### config.mk
export PLATFORM = sky130hd
export DESIGN_NAME = configurable_crc32_engine
export DESIGN_NICKNAME = d
export VERILOG_FILES = /design/src/rtl/core/ccrc_pkg.sv /design/src/rtl/core/configurable_crc32_engine.sv
export SDC_FILE = /design/constraint.sdc
export NUM_CORES = 1
export LEC_CHECK = 0
export ABC_CLOCK_PERIOD_IN_PS = 6200
export BUFFER_PORTS_ARGS = -buffer_cell sky130_fd_sc_hd__buf_4
export CAP_MARGIN = 20
export CELL_PAD_IN_SITES_DETAIL_PLACEMENT = 0
export CELL_PAD_IN_SITES_GLOBAL_PLACEMENT = 2
export CORE_UTILIZATION = 37
export CTS_CLUSTER_DIAMETER = 30
export DETAILED_ROUTE_END_ITERATION = 10
export GPL_ROUTABILITY_DRIVEN = 1
export PLACE_DENSITY = 0.91
export SYNTH_ARGS = -nofsm -noshare
export SYNTH_HDL_FRONTEND = slang
export SYNTH_SLANG_ARGS = --single-unit
### constraint.sdc
create_clock -name clock -period 6.2 [get_ports clock]
set_clock_uncertainty 0.2 [all_clocks]
set_input_delay 0.31 -clock clock [delete_from_list [all_inputs] [get_ports clock]]
set_output_delay 0.31 -clock clock [all_outputs]
set_load 0.01 [all_outputs]
### src/rtl/core/ccrc_pkg.sv
`timescale 1ns / 1ps

package ccrc_pkg;

   localparam int unsigned CRC_W       = 32;
   localparam int unsigned BYTE_W      = 8;
   localparam int unsigned CSR_INDEX_W = 3;

   localparam logic [CRC_W-1:0] RESET_POLYNOMIAL = 32'h04C1_1DB7;
   localparam logic [CRC_W-1:0] RESET_INITIAL    = 32'hFFFF_FFFF;

   typedef enum logic [CSR_INDEX_W-1:0] {
      CSR_POLYNOMIAL     = 3'd0,
      CSR_INITIAL_VALUE  = 3'd1,
      CSR_REFLECT_INPUT  = 3'd2,
      CSR_REFLECT_OUTPUT = 3'd3,
      CSR_INVERT_OUTPUT  = 3'd4
   } csr_index_type;

   // Eight shift/XOR steps of the serial CRC register for one byte.
   function automatic logic [CRC_W-1:0] crc_absorb_byte(
      input logic [CRC_W-1:0]  rem,
      input logic [CRC_W-1:0]  poly,
      input logic [BYTE_W-1:0] data,
      input logic              lsb_first
   );
      logic [CRC_W-1:0] r;
      logic             b;
      logic             fb;
      r = rem;
      for (int k = 0; k < BYTE_W; k++) begin
         b  = lsb_first ? data[k] : data[BYTE_W-1-k];
         fb = r[CRC_W-1] ^ b;
         r  = {r[CRC_W-2:0], 1'b0} ^ (fb ? poly : '0);
      end
      return r;
   endfunction

   function automatic logic [CRC_W-1:0] bit_reverse(input logic [CRC_W-1:0] v);
      logic [CRC_W-1:0] r;
      r = '0;
      for (int k = 0; k < CRC_W; k++) begin
         r[k] = v[CRC_W-1-k];
      end
      return r;
   endfunction

endpackage

### src/rtl/core/configurable_crc32_engine.sv
`timescale 1ns / 1ps

// Byte-wide CRC-32 engine with programmable polynomial, initial value and
// input/output reflection and output inversion. One byte is taken per clock,
// unless a last byte in the input register waits on a busy output register.
// There eight unrolled shift/XOR steps fold the accepted word into the
// remainder. The last byte's CRC goes from the input register into the
// output register once that is free; the output register drives rsp_ ports.
// Only the word marked last produces a result; the remainder then reloads the
// initial value. A stalled result holds in the output register while the next
// byte is still taken; only a further last byte waits for it. Writing the
// initial value also restarts the message. The user must write configuration
// only while the engine is idle; the engine itself does not enforce this.
module configurable_crc32_engine (
   input  logic                                clock,
   input  logic                                reset,
   input  logic                                req_valid,
   output logic                                req_ready,
   input  logic [ccrc_pkg::BYTE_W-1:0]         req_data_byte,
   input  logic                                req_last_byte,
   output logic                                rsp_valid,
   input  logic                                rsp_ready,
   output logic [ccrc_pkg::CRC_W-1:0]          rsp_crc_value,
   input  logic                                csr_we,
   input  logic [ccrc_pkg::CSR_INDEX_W-1:0]    csr_index,
   input  logic [ccrc_pkg::CRC_W-1:0]          csr_wdata
);
   import ccrc_pkg::*;

   logic [CRC_W-1:0]  polynomial_ff, polynomial_in;
   logic [CRC_W-1:0]  initial_value_ff, initial_value_in;
   logic              reflect_input_ff, reflect_input_in;
   logic              reflect_output_ff, reflect_output_in;
   logic              invert_output_ff, invert_output_in;
   logic [CRC_W-1:0]  remainder_ff, remainder_in;

   logic              s1_valid_ff, s1_valid_in;
   logic [BYTE_W-1:0] s1_data_ff, s1_data_in;
   logic              s1_last_ff, s1_last_in;

   logic              rsp_valid_ff, rsp_valid_in;
   logic [CRC_W-1:0]  rsp_crc_ff, rsp_crc_in;

   logic              req_fire;
   logic              out_free;
   logic              s1_fire;
   logic [CRC_W-1:0]  absorbed;
   logic [CRC_W-1:0]  finished;

   assign out_free  = !rsp_valid_ff || rsp_ready;
   assign s1_fire   = s1_valid_ff && (!s1_last_ff || out_free);
   assign req_ready = !s1_valid_ff || s1_fire;
   assign req_fire  = req_valid && req_ready;

   always_comb begin
      absorbed = crc_absorb_byte(remainder_ff, polynomial_ff, s1_data_ff, reflect_input_ff);
      finished = reflect_output_ff ? bit_reverse(absorbed) : absorbed;
      finished = invert_output_ff ? ~finished : finished;
   end

   // configuration
   always_comb begin
      polynomial_in     = polynomial_ff;
      initial_value_in  = initial_value_ff;
      reflect_input_in  = reflect_input_ff;
      reflect_output_in = reflect_output_ff;
      invert_output_in  = invert_output_ff;
      if (csr_we) begin
         case (csr_index)
            CSR_POLYNOMIAL:     polynomial_in     = csr_wdata;
            CSR_INITIAL_VALUE:  initial_value_in  = csr_wdata;
            CSR_REFLECT_INPUT:  reflect_input_in  = csr_wdata[0];
            CSR_REFLECT_OUTPUT: reflect_output_in = csr_wdata[0];
            CSR_INVERT_OUTPUT:  invert_output_in  = csr_wdata[0];
            default: ;
         endcase
      end
   end

   // remainder: a write of the initial value restarts the message
   always_comb begin
      remainder_in = remainder_ff;
      if (s1_fire) begin
         remainder_in = s1_last_ff ? initial_value_ff : absorbed;
      end
      if (csr_we && csr_index == CSR_INITIAL_VALUE) begin
         remainder_in = csr_wdata;
      end
   end

   always_comb begin
      s1_valid_in = s1_valid_ff;
      s1_data_in  = s1_data_ff;
      s1_last_in  = s1_last_ff;
      if (req_fire) begin
         s1_valid_in = 1'b1;
         s1_data_in  = req_data_byte;
         s1_last_in  = req_last_byte;
      end else if (s1_fire) begin
         s1_valid_in = 1'b0;
      end
   end

   always_comb begin
      rsp_valid_in = rsp_valid_ff;
      rsp_crc_in   = rsp_crc_ff;
      if (s1_fire && s1_last_ff) begin
         rsp_valid_in = 1'b1;
         rsp_crc_in   = finished;
      end else if (rsp_ready) begin
         rsp_valid_in = 1'b0;
      end
   end

   always_ff @(posedge clock) begin
      if (reset) begin
         polynomial_ff     <= RESET_POLYNOMIAL;
         initial_value_ff  <= RESET_INITIAL;
         reflect_input_ff  <= 1'b1;
         reflect_output_ff <= 1'b1;
         invert_output_ff  <= 1'b1;
         remainder_ff      <= RESET_INITIAL;
         s1_valid_ff       <= 1'b0;
         rsp_valid_ff      <= 1'b0;
      end else begin
         polynomial_ff     <= polynomial_in;
         initial_value_ff  <= initial_value_in;
         reflect_input_ff  <= reflect_input_in;
         reflect_output_ff <= reflect_output_in;
         invert_output_ff  <= invert_output_in;
         remainder_ff      <= remainder_in;
         s1_valid_ff       <= s1_valid_in;
         rsp_valid_ff      <= rsp_valid_in;
      end
   end

   always_ff @(posedge clock) begin
      s1_data_ff <= s1_data_in;
      s1_last_ff <= s1_last_in;
      rsp_crc_ff <= rsp_crc_in;
   end

   assign rsp_valid     = rsp_valid_ff;
   assign rsp_crc_value = rsp_crc_ff;

   // a last word may not overwrite a result that is still waiting
   a_no_result_overrun: assert property (@(posedge clock) disable iff (reset)
      (s1_valid_ff && s1_last_ff && rsp_valid_ff && !rsp_ready) |-> !req_ready)
      else $error("last word would overwrite a pending result");

   a_reload_after_last: assert property (@(posedge clock) disable iff (reset)
      (s1_fire && s1_last_ff) |=> (remainder_ff == initial_value_ff))
      else $error("remainder not reloaded after finished message");

   a_restart_on_init_write: assert property (@(posedge clock) disable iff (reset)
      (csr_we && csr_index == CSR_INITIAL_VALUE) |=> (remainder_ff == initial_value_ff))
      else $error("initial value write did not restart the remainder");

   a_result_follows_last: assert property (@(posedge clock) disable iff (reset)
      (s1_fire && s1_last_ff) |=> rsp_valid_ff)
      else $error("finished message produced no result");

endmodule
## Word level (Yosys, flattened, before mapping)

Index checks and enable logic that the tools add are counted.

| operators by class | value |
|---|---|
| add/subtract/negate cells | 0 |
| multiply operators | 0 |
| div/mod/pow operators | 0 |
| $lt $le $gt $ge | 0 |
| equality and inequality tests | 4 |
| shift operators | 0 |
| muxes and demuxes | 25 |
| bitwise gates (word level) | 17 |
| reductions and logical operators | 19 |

Operators with widths:

| cell | number |
|---|---|
| $mux W32 | 13 |
| $xor A32 B32 Y32 | 8 |
| $not A32 Y32 | 1 |
| $mux W1 | 12 |
| $reduce_and A2 Y1 | 5 |
| $xor A1 B1 Y1 | 8 |
| $eq A3 B2 Y1 const B | 2 |
| $reduce_bool A2 Y1 | 3 |
| $logic_and A1 B1 Y1 | 4 |
| $eq A3 B1 Y1 const B | 1 |
| $eq A3 B3 Y1 const B | 1 |
| $logic_not A1 Y1 | 3 |
| $logic_not A3 Y1 | 1 |
| $logic_or A1 B1 Y1 | 3 |

| storage, ports and cells | value |
|---|---|
| register bits | 142 |
| bits in latches | 0 |
| bits in writable memories | 0 |
| bits in read-only memories | 0 |
| bits of input ports | 49 |
| output and inout port bits | 34 |
| word-level logic and storage cells | 76 |
| memories kept | 0 |

## Depth between registers and ports, before layout

Gate-level depths: netlist of the first run.

| depth | value |
|---|---|
| word-level depth | 28 |
| depth in mapped cells | 20 |
| gate-level depth less buffers | 14 |

## Worst setup path after synthesis of the first run

OpenSTA, ideal clock, no wires.

| timing path | value |
|---|---|
| kind | flip-flop to flip-flop |
| start | register reflect_input_ff |
| end | register rsp_crc_ff[30] (netlist: rsp_crc_value[30]) (data pin) |
| setup time | 0.263 ns |
| arrival | 4.167 ns |
| data required time | 5.737 ns |
| path slack | 1.570 ns |
| stages on the path, launching flop included | 18 |
| path buffers | 3 |
| period minus slack after synthesis | 4.630 ns |
| cells stage by stage | dfxtp_1 > buf_6 > mux2i_4 > mux2_2 > nand4_1 > and3_1 > nand3_1 > xnor2_2 > or3b_2 > a21oi_1 > xnor3_2 > buf_6 > buf_6 > nor4_1 > a32oi_2 > o21ai_2 > mux2_1 > a2111o_1 |

| on the way | value |
|---|---|
| word-level cells in the longest chain between the ends | 28 |
| elaborated cells on any way between the ends | 35 |

Ends and longest elaborated chain:

| item | line | RTL |
|---|---|---|
| from (decl) | configurable_crc32_engine.sv:32 | `logic reflect_input_ff, reflect_input_in;` |
| from (signal assigned) | configurable_crc32_engine.sv:128 | `reflect_input_ff <= reflect_input_in;` |
| $mux W1 | ccrc_pkg.sv:32 | `b = lsb_first ? data[k] : data[BYTE_W-1-k];` |
| $xor A1 B1 Y1 | ccrc_pkg.sv:33 | `fb = r[CRC_W-1] ^ b;` |
| $mux W32 | ccrc_pkg.sv:34 | `r = {r[CRC_W-2:0], 1'b0} ^ (fb ? poly : '0);` |
| $xor A32 B32 Y32 | ccrc_pkg.sv:34 |  |
| $xor A1 B1 Y1 | ccrc_pkg.sv:33 |  |
| $mux W32 | ccrc_pkg.sv:34 |  |
| $xor A32 B32 Y32 | ccrc_pkg.sv:34 |  |
| $xor A1 B1 Y1 | ccrc_pkg.sv:33 |  |
| [13 not listed] | -- |  |
| $xor A32 B32 Y32 | ccrc_pkg.sv:34 |  |
| $xor A1 B1 Y1 | ccrc_pkg.sv:33 |  |
| $mux W32 | ccrc_pkg.sv:34 |  |
| $xor A32 B32 Y32 * | ccrc_pkg.sv:34 |  |
| $mux W32 * | configurable_crc32_engine.sv:57 | `finished = reflect_output_ff ? bit_reverse(absorbed) : absorbed;` |
| $not A32 Y32 | configurable_crc32_engine.sv:58 | `finished = invert_output_ff ? ~finished : finished;` |
| $mux W32 * | configurable_crc32_engine.sv:58 |  |
| named net finished[30] | configurable_crc32_engine.sv:48 | `logic [CRC_W-1:0] finished;` |
| to (signal assigned) | configurable_crc32_engine.sv:140 | `rsp_crc_ff <= rsp_crc_in;` |
| to (decl) | configurable_crc32_engine.sv:42 | `logic [CRC_W-1:0] rsp_crc_ff, rsp_crc_in;` |

The timed path passes the listed nets; every way through them passes the cells marked *.
A chain may end at the register's enable or synchronous reset.

## Final worst setup path of the first run

| timing path | value |
|---|---|
| start | register reflect_input_ff |
| end | register rsp_crc_ff[14] (netlist: rsp_crc_value[14]) (data pin) |

Same word-level chain as after synthesis.

==> results.py, run 1 <==
metrics = {
    "final_layout": {
        "design_area_um2": 15300,
        "num-fill-cells": 3603,
        "ff_latch_area_um2": 3250,
        "layout-drive-gt1-share": 0.135,
        "nets": 1827,
        "n_antenna_cell": 0,
        "area_delta_synth_final_pct": 14.5,
        "multiInputGateArea_um2": 9370,
    },
    "global_routing": {
        "grt_start_max_net_pins": 70,
        "antenna_found_initial": 0,
        "overflow": 0,
        "grt.total_usage": 0.254,
        "grt_pass1_vias": 11700,
        "grt_pass1_wl_um": 72500,
    },
    "pwr": {
        "p_leak_nw": 5.53,
        "sw_frac_of_total": 0.466,
        "power.switching_w": 0.00242,
        "p_int_w": 0.00277,
        "cellPowerDensity_nw_per_um2": 339,
        "p_seq_frac": 0.219,
        "clkPwrFrac": 0.214,
        "finalPower_w": 0.00519,
        "vdd_drop_max_v": 0.000250,
        "comb_power_share": 0.567,
    },
    "clock_tree": {
        "htreeDepth": 4,
        "path_clk_slew_ns": 0.08,
        "clock_path_buffers": 2,
        "clkLatencyLatePin_ns": 0.44,
        "numCtsBuffers": 17,
        "root_buffer": "clkbuf_16",
        "clock-sinks": 142,
        "cts_tree": "built",
    },
    "die": {
        "die_h_um": 192,
        "ios": 83,
        "start_util": 0.375,
        "core_um2": 35600,
        "die_width_um": 192,
        "die_area_um2": 36900,
        "rows": 69,
    },
    "timing": {
        "fin_crit_ns": 5.87,
        "worst_pin_slew_ns": 1.04,
        "fmax_mhz": 170,
        "fin_crit_sh": 0.947,
        "hold_slack_ns": 0.0303,
        "rsz0062_at_grt": "no",
        "max_slew_margin": 0.306,
        "maxSlewViolCount": 0,
        "final-setup-viol-count": 0,
        "final-hold-violation-count": 0,
        "worst_slack_ns": 0.329,
        "tns_ns": 0,
    },
    "yosys": {
        "syn_area_per_cell_um2": 7.61,
        "synth_top_family_by_area": "compound AO/OA/AOI/OAI gates",
        "synthArstFlopShare": 0,
        "synth-xor-area-share": 0.157,
        "yosys.area.top_type": "dfxtp_1",
        "synthTopCellsByArea": "dfxtp_1, xnor2_1, nand2_1",
        "yosys.area_share.simple": 0.244,
        "muxShareOfSynthArea": 0.0269,
        "synth_edf_count": 41,
        "synth_top_area_frac": 0.151,
        "synth_area_um2": 13400,
        "synth_cells": 1754,
        "ys_types": 92,
        "synth_adder_area_share": 0,
        "synth_compound_area_frac": 0.269,
        "synth_top_flop_cell": "dfxtp_1",
        "syn_nets": 1803,
        "seq_area_frac_synth": 0.244,
        "ys_ff_latch": 142,
        "yosys_warnings": 0,
    },
    "status": {
        "status": "completed",
    },
    "setup_path": {
        "crit_type": "register to register",
        "reg2reg_from": "reflect_input_ff$_SDFFE_PP1P_",
        "critPathLaunch": "reflect_input_ff$_SDFFE_PP1P_",
        "crit_fanout": 33,
        "critPathCaptureType": "register",
        "worstPathArrival_ns": 5.87,
        "worstPathRequired_ns": 6.20,
        "worst_setup_path_start_kind": "register",
    },
    "drt": {
        "wl_per_cell_um": 20.9,
        "vias": 13300,
        "ant_nets": 0,
        "drt_first_pass_iters": 7,
        "via_per_inst": 5.90,
        "drt-total-wl_um": 47200,
        "drc_errors": 0,
        "drt-initial-drc-count": 1235,
    },
    "place": {
        "place_ws_ns": 0.371,
        "io_buffers": 82,
        "dpl-instance-area_um2": 14300,
        "gp_congestion": 0.923,
        "hpwl_um": 33000,
    },
    "job": {
        "drv_cap": 0,
    },
    "min_path": {
        "hp-start": "csr_we",
        "hold_path_class": "input port to register",
    },
}
-- path summary, 6_finish.rpt --
path	to	slack, ns	depth (start not counted)
max	rsp_crc_value[14]$_DFFE_PP_	0.33	16
min	invert_output_ff$_SDFFE_PP1P_	0.03	4
min reg2reg	initial_value_ff[13]$_SDFFE_PP1P_	0.24	2
max reg2reg	rsp_crc_value[14]$_DFFE_PP_	0.33	16
-- per-layer routing --
layer / vias to the layer above / GRT usage / share of wire / wire (um)
met1: 6451 / 0.392 / 0.50 / 23700
met2: 411 / 0.378 / 0.43 / 20200
met4: 0 / 0.0463 / 0.0087 / 410
li1: 6395 / - / - / -
met5: - / 0 / 0 / 0
met3: 24 / 0.0272 / 0.060 / 2850
-- synthesized netlist by cell type, drive strengths merged, types with 31 or more instances --
| master | n |
|---|---|
| o221ai | 38 |
| nand3 | 59 |
| nor3 | 34 |
| o2111ai | 37 |
| o21ai | 107 |
| a21boi | 31 |
| a21oi | 92 |
| xor2 | 47 |
| edfxtp | 41 |
| buf | 43 |
| nor2 | 83 |
| nand2 | 365 |
| clkbuf | 122 |
| xnor2 | 173 |
| dfxtp | 101 |
-- registers in the layout, indices dropped and copies added (netlist names) --
signal / flops
s1_last_ff: 1
reflect_input_ff: 1
s1_valid_ff: 1
initial_value_ff: 32
polynomial_ff: 32
remainder_ff: 32
reflect_output_ff: 1
rsp_valid: 1
s1_data_ff: 8
invert_output_ff: 1
rsp_crc_value: 32
-- cell families (layout without fill, tap and decap cells) --
| group | count (synthesis) | after routing |
|---|---|---|
| AO/OA/AOI/OAI | 473 | 473 |
| XOR/XNOR | 225 | 225 |
| buffers and inverters | 184 | 221 |
| flip-flops | 142 | 142 |
| multiplexers | 33 | 33 |
| AND/OR/NAND/NOR | 697 | 697 |
-- power by group through the flow --
stage	logic [W]	clock network, W	registers, W
6_report	0.00294	0.00111	0.00114
5_1_grt	0.00313	0.00116	0.00115
4_1_cts	0.00288	0.00113	0.00114
3_5_place_dp	0.00285	0	0.00116
3_3_place_gp	0.00282	0	0.00116
2_1_floorplan	0.00204	0	0.00114
-- final cells by class --
cell class              count  share of cell area
clock inverters            12             0.00958
repair buffers            170              0.0920
clock buffers              20              0.0300
inverters                  19             0.00467
flip-flops and latches    142               0.213
well taps                 461              0.0377
multi-input cells        1428               0.613
-- layout by cell type, fill, tap and decap left out, types with 13 or more instances in the layout --
master and instances:
clkbuf_16 18, o211ai_1 25, nor2_1 80, nand4_1 21
buf_4 126, nor3b_1 14, nand3_1 57, nor4_1 13
o2111ai_1 35, inv_1 18, o21ai_0 91, and2_1 25
dfxtp_1 100, a21boi_0 30, dlygate4sd3_1 42, a211o_1 22
o221ai_1 38, mux2i_1 28, nand2_1 365, a21oi_1 89
nor3_1 33, edfxtp_1 41, or4_1 19, xor2_1 45
xnor2_1 168
-- stage by stage --
step / std cells / util
finish: 2252 / 0.430
global route: 2252 / 0.430
CTS: 2252 / 0.430
detailed placement: 2178 / 0.401
global placement: 2178 / 0.401
floorplan: 1754 / -
-- worst max-delay path, cell delays in order, from the launching register on --
cell and delay (ns):
dfxtp_1 0.67, mux2i_4 0.41, xnor2_2 0.23, and2_4 0.25, o21ai_4 0.19, and4_1 0.41, o32ai_1 0.12, buf_4 0.16
or4_4 0.49, nand3_2 0.12, xnor3_4 0.69, buf_12 0.25, and2_1 0.20, o211ai_2 0.35, and2_1 0.27, o2111ai_1 0.14
a2111oi_1 0.45
-- what timing repair did --
item	CTS	global route
hold buffers	42	0
resized for setup	0	1
hold endpoints to repair	78	0
endpoints found under the setup margin	0	6
setup buffers	0	0
Power figures use the tool's default switching activity.
==> run 2: changes to the inputs <==
--- a/config.mk
+++ b/config.mk
@@ -15,6 +15,7 @@
 export DETAILED_ROUTE_END_ITERATION = 10
 export GPL_ROUTABILITY_DRIVEN = 1
 export PLACE_DENSITY = 0.91
+export SETUP_SLACK_MARGIN = 0.5
 export SYNTH_ARGS = -nofsm -noshare
 export SYNTH_HDL_FRONTEND = slang
 export SYNTH_SLANG_ARGS = --single-unit
==> results.py, run 2 (synthesis gave the netlist of run 1 again) <==
metrics = {
    "clock_tree": {
        "htreeDepth": 4,
        "cts_tree": "built",
        "clock_path_buffers": 2,
        "numCtsBuffers": 17,
        "clock-sinks": 142,
        "root_buffer": "clkbuf_16",
        "clkLatencyLatePin_ns": 0.44,
        "path_clk_slew_ns": 0.08,
    },
    "pwr": {
        "p_leak_nw": 5.59,
        "clkPwrFrac": 0.213,
        "p_int_w": 0.00280,
        "p_seq_frac": 0.218,
        "cellPowerDensity_nw_per_um2": 339,
        "sw_frac_of_total": 0.465,
        "power.switching_w": 0.00243,
        "vdd_drop_max_v": 0.000249,
        "comb_power_share": 0.569,
    },
    "die": {
        "rows": 69,
        "die_area_um2": 36900,
        "ios": 83,
        "start_util": 0.375,
        "die_h_um": 192,
        "core_um2": 35600,
        "die_width_um": 192,
    },
    "place": {
        "dpl-instance-area_um2": 14300,
        "gp_congestion": 0.923,
        "hpwl_um": 33000,
        "io_buffers": 82,
    },
    "setup_path": {
        "worst_setup_path_start_kind": "register",
        "critPathCaptureType": "register",
        "crit_type": "register to register",
        "r2r_cells": 16,
        "crit_fanout": 33,
        "r2r_setup_slack_ns": 0.68,
        "worstPathArrival_ns": 5.52,
        "worstPathRequired_ns": 6.20,
    },
    "global_routing": {
        "grt_use_met2": 0.378,
        "gr-max-usage-layer": "met1",
        "grt_pass1_vias": 11700,
        "overflow": 0,
        "globalRouteMet1Util": 0.392,
        "grt.total_usage": 0.254,
        "antenna_found_initial": 0,
        "met3_usage": 0.0272,
        "grt_start_max_net_pins": 70,
        "grt_pass1_wl_um": 72500,
    },
    "timing": {
        "tns_ns": 0,
        "final-setup-viol-count": 0,
        "rsz0062_at_grt": "no",
        "fin_crit_sh": 0.890,
        "maxSlewViolCount": 0,
        "worst_pin_slew_ns": 1.05,
        "fin_crit_ns": 5.52,
        "final-hold-violation-count": 0,
        "fmax_mhz": 181,
        "max_slew_margin": 0.296,
    },
    "drt": {
        "wl_per_cell_um": 20.9,
        "ant_nets": 0,
        "drt-total-wl_um": 47300,
        "drt-initial-drc-count": 1178,
        "drt_first_pass_iters": 5,
        "vias": 13300,
        "drc_errors": 0,
        "via_per_inst": 5.91,
    },
    "final_layout": {
        "nets": 1833,
        "layout_common_cells": "nand2_1, xnor2_1, buf_4",
        "area_delta_synth_final_pct": 15.3,
        "n_antenna_cell": 0,
        "design_area_um2": 15400,
        "layout-drive-gt1-share": 0.141,
        "final_common_cell": "nand2_1",
    },
    "min_path": {
        "holdPathStages": 4,
        "hold_path_class": "input port to register",
    },
    "job": {
        "drv_cap": 0,
    },
    "status": {
        "status": "completed",
    },
}
-- run 2: final cells by class --
class	instances	area [um2]
timing repair buffer	175	1440
multi-input combinational	1429	9450
fill	3592	20200
clock inverter	12	146
inverter	19	71.3
sequential	142	3260
clock buffer	20	458
tap	461	577
-- run 2: repair_timing --
| item | 4_1_cts | 5_1_grt |
|---|---|---|
| pin swaps | 0 | 1 |
| hold buffers | 42 | 0 |
| cloned | 0 | 1 |
| endpoints found under the setup margin | 9 | 29 |
| hold endpoints to repair | 78 | 0 |
| buffers inserted | 0 | 5 |
| resized for setup | 2 | 9 |
-- run 2: power by group through the flow --
| stage | sequential [W] | clock [W] | combinational [W] |
|---|---|---|---|
| 2_1_floorplan | 0.00114 | 0 | 0.00204 |
| 3_3_place_gp | 0.00116 | 0 | 0.00282 |
| 3_5_place_dp | 0.00116 | 0 | 0.00285 |
| 4_1_cts | 0.00114 | 0.00113 | 0.00288 |
| 5_1_grt | 0.00115 | 0.00116 | 0.00317 |
| 6_report | 0.00114 | 0.00111 | 0.00297 |
-- run 2: critical path, stage by stage (launching register included) --
cell and delay (ns):
dfxtp_2 0.51, mux2i_4 0.31, buf_4 0.17, xnor2_4 0.13, and2_4 0.22, o21ai_4 0.19
and4_2 0.36, nor3_1 0.10, or3b_2 0.49, a21oi_2 0.28, xnor3_4 0.67, buf_12 0.22
and2_1 0.20, o211ai_2 0.35, and2_1 0.27, o2111ai_1 0.14, a2111oi_1 0.45
-- run 2: path summary, 6_finish.rpt --
path | from | to
min reg2reg | initial_value_ff[13]$_SDFFE_PP1P_ | initial_value_ff[13]$_SDFFE_PP1P_
max | reflect_input_ff$_SDFFE_PP1P_ | rsp_crc_value[14]$_DFFE_PP_
min | csr_we | invert_output_ff$_SDFFE_PP1P_
max reg2reg | reflect_input_ff$_SDFFE_PP1P_ | rsp_crc_value[14]$_DFFE_PP_
-- run 2: per-layer routing --
layer	vias to the layer above	share of wire	wire, um
met5	-	0	0
met4	0	0.0088	417
met3	24	0.067	3170
met2	455	0.43	20300
met1	6451	0.49	23400
li1	6409	-	-
-- run 2: through the flow --
step | cells | util | setup slack, ns | hold slack, ns | power, W
after floorplan | 1754 | - | 1.57 | 0.209 | 0.00318
after global placement | 2178 | 0.401 | 0.523 | 0.229 | 0.00397
after detailed placement | 2178 | 0.401 | 0.371 | 0.233 | 0.00401
after global routing | 2258 | 0.433 | 0.468 | 0.0399 | 0.00547
final | 2258 | 0.433 | 0.682 | 0.0391 | 0.00522
after CTS | 2252 | 0.430 | 0.607 | 0.0222 | 0.00515
==> run 3: changes to the inputs <==
--- a/config.mk
+++ b/config.mk
@@ -5,16 +5,17 @@
 export SDC_FILE = /design/constraint.sdc
 export NUM_CORES = 1
 export LEC_CHECK = 0
+export ABC_AREA = 1
 export ABC_CLOCK_PERIOD_IN_PS = 6200
 export BUFFER_PORTS_ARGS = -buffer_cell sky130_fd_sc_hd__buf_4
 export CAP_MARGIN = 20
 export CELL_PAD_IN_SITES_DETAIL_PLACEMENT = 0
 export CELL_PAD_IN_SITES_GLOBAL_PLACEMENT = 2
-export CORE_UTILIZATION = 37
+export CORE_UTILIZATION = 33
 export CTS_CLUSTER_DIAMETER = 30
 export DETAILED_ROUTE_END_ITERATION = 10
 export GPL_ROUTABILITY_DRIVEN = 1
-export PLACE_DENSITY = 0.91
+export PLACE_DENSITY = 0.9
 export SETUP_SLACK_MARGIN = 0.5
 export SYNTH_ARGS = -nofsm -noshare
 export SYNTH_HDL_FRONTEND = slang
==> results.py, run 3 <==
metrics = {
    "final_layout": {
        "final_cells": 2422,
        "layout_common_cells": "nand2_1, nand3_1, inv_1",
        "ff_latch_area_um2": 3250,
        "num-fill-cells": 3713,
        "nets": 2010,
        "multiInputGateArea_um2": 6890,
        "n_antenna_cell": 0,
        "layout-drive-gt1-share": 0.0887,
        "final_common_cell": "nand2_1",
        "area_delta_synth_final_pct": 17.1,
        "design_area_um2": 13400,
    },
    "timing": {
        "worst_pin_slew_ns": 0.811,
        "final-setup-viol-count": 0,
        "fin_crit_sh": 0.816,
        "max_slew_margin": 0.458,
        "maxSlewViolCount": 0,
        "tns_ns": 0,
        "fmax_mhz": 198,
        "fin_crit_ns": 5.06,
        "rsz0062_at_grt": "no",
        "final-hold-violation-count": 0,
    },
    "global_routing": {
        "overflow": 0,
        "grt_start_max_net_pins": 64,
        "grt.total_usage": 0.234,
        "antenna_found_initial": 0,
        "grt_pass1_wl_um": 64700,
        "grt_pass1_vias": 11100,
    },
    "drt": {
        "via_per_inst": 5.01,
        "drc_errors": 0,
        "ant_nets": 0,
        "drt_first_pass_iters": 5,
        "wl_per_cell_um": 17.0,
        "drt-total-wl_um": 41100,
        "vias": 12100,
        "drt-initial-drc-count": 1072,
    },
    "yosys": {
        "synthTopCellsByCount": "nand2_1, nand3_1, inv_1, nor2_1, dfxtp_1",
        "syn_nets": 1956,
        "synth_top_flop_cell": "dfxtp_1",
        "syn_area_per_cell_um2": 6.02,
        "synth_top_family_by_area": "simple AND/OR/NAND/NOR gates",
        "synthArstFlopShare": 0,
        "synth_cells": 1907,
        "ys_types": 31,
        "seq_area_frac_synth": 0.283,
        "synth-xor-area-share": 0.0961,
        "ys_ff_latch": 142,
        "synth_compound_area_frac": 0.0864,
        "synth_edf_count": 41,
        "synth_top_area_frac": 0.211,
        "synth_area_um2": 11500,
        "synth_adder_area_share": 0,
        "yosysMostFrequentCell": "nand2_1",
        "synthTopCellsByArea": "nand2_1, dfxtp_1, nand3_1",
        "yosys_warnings": 0,
        "muxShareOfSynthArea": 0,
        "yosys.area_share.simple": 0.416,
        "yosys.area.top_type": "nand2_1",
    },
    "place": {
        "io_buffers": 82,
        "gp_congestion": 0.862,
        "dpl-instance-area_um2": 12400,
        "hpwl_um": 29100,
        "placed_cells": 2345,
    },
    "setup_path": {
        "critPathCaptureType": "register",
        "worstPathArrival_ns": 5.04,
        "worst_setup_path_start_kind": "register",
        "crit_type": "register to register",
        "crit_fanout": 63,
        "worstPathRequired_ns": 6.18,
    },
    "pwr": {
        "cellPowerDensity_nw_per_um2": 309,
        "p_leak_nw": 6.92,
        "vdd_drop_max_v": 0.000150,
    },
    "clock_tree": {
        "clock_path_buffers": 2,
        "htreeDepth": 4,
        "clock-sinks": 142,
        "root_buffer": "clkbuf_16",
        "cts_tree": "built",
        "numCtsBuffers": 17,
        "clkLatencyLatePin_ns": 0.44,
        "post_cts.repair.setup_buffers": 0,
        "path_clk_slew_ns": 0.07,
    },
    "die": {
        "ios": 83,
        "rows": 67,
        "start_util": 0.339,
        "die_h_um": 189,
        "die_width_um": 189,
        "die_area_um2": 35500,
        "core_um2": 33900,
    },
    "status": {
        "status": "completed",
    },
    "min_path": {
        "hold_path_class": "input port to register",
    },
    "job": {
        "drv_cap": 0,
    },
}
run 3: final timing paths:
| check | start | to | slack, ns | cells after the start |
|---|---|---|---|---|
| min reg2reg | initial_value_ff[0]$_SDFFE_PP1P_ | initial_value_ff[0]$_SDFFE_PP1P_ | 0.26 | 1 |
| min | csr_wdata[10] | polynomial_ff[10]$_SDFFE_PP1P_ | 0.02 | 3 |
| max | reflect_input_ff$_SDFFE_PP1P_ | rsp_crc_value[3]$_DFFE_PP_ | 1.14 | 24 |
| max reg2reg | reflect_input_ff$_SDFFE_PP1P_ | rsp_crc_value[3]$_DFFE_PP_ | 1.14 | 24 |
run 3: logic make-up (layout without fill, tap and decap cells):
| group | Yosys count | in the layout |
|---|---|---|
| XOR/XNOR | 126 | 126 |
| AO/OA/AOI/OAI | 175 | 175 |
| buffers and inverters | 346 | 413 |
| AND/OR/NAND/NOR | 1118 | 1118 |
| flip-flops | 142 | 142 |
run 3: area by class of cell:
cell class	count	share of cell area
timing repair buffer	155	0.0979
clock buffer	19	0.0337
clock inverter	13	0.00847
inverter	226	0.0634
sequential	142	0.242
tap	448	0.0417
multi-input combinational	1419	0.513
run 3: where the power goes:
group | switching [W] | total (W) | internal, W
clock network | 0.000457 | 0.00103 | 0.000574
registers | 0.0000657 | 0.00112 | 0.00105
logic | 0.00131 | 0.00200 | 0.000692
total | 0.00183 | 0.00415 | 0.00232
run 3: repair_timing:
item / CTS / global route
resized for setup: 0 / 4
endpoints found under the setup margin: 0 / 64
hold buffers: 45 / 0
hold endpoints to repair: 75 / 0
run 3: critical path, cell delays in order (launching register included):
cell and delay, ns:
dfxtp_2 0.45, nand2_1 0.10, nand3_2 0.19, nand3_1 0.14, nand2_2 0.14, inv_1 0.08
nor2_4 0.29, nand3_1 0.21, nand3_1 0.14, nand2_2 0.32, nand2_4 0.27, nor2_1 0.07
nand2_2 0.09, nand3_1 0.12, nand2_4 0.24, nand3_2 0.14, nand2_2 0.09, buf_4 0.34
nand3_1 0.13, nand2_1 0.17, nand2_8 0.25, nand3_1 0.22, nand3_1 0.13, nand3_1 0.12
nand2_1 0.09
run 3: layer usage:
metal / vias up / routed length [um] / global-route usage
met5: - / 0 / 0
met1: 5582 / 20600 / 0.350
met3: 41 / 2610 / 0.0328
met4: 0 / 711 / 0.0611
met2: 362 / 17100 / 0.348
li1: 6139 / - / -
run 3: metrics by stage:
step | util | hold slack, ns | setup slack (ns) | total power, W
2_1_floorplan | - | 0.179 | 2.72 | 0.00260
3_3_place_gp | 0.365 | 0.234 | 0.839 | 0.00307
3_5_place_dp | 0.366 | 0.244 | 0.792 | 0.00308
4_1_cts | 0.396 | 0.00525 | 0.765 | 0.00415
5_1_grt | 0.397 | 0.0458 | 0.602 | 0.00448
6_report | 0.397 | 0.0186 | 1.14 | 0.00415
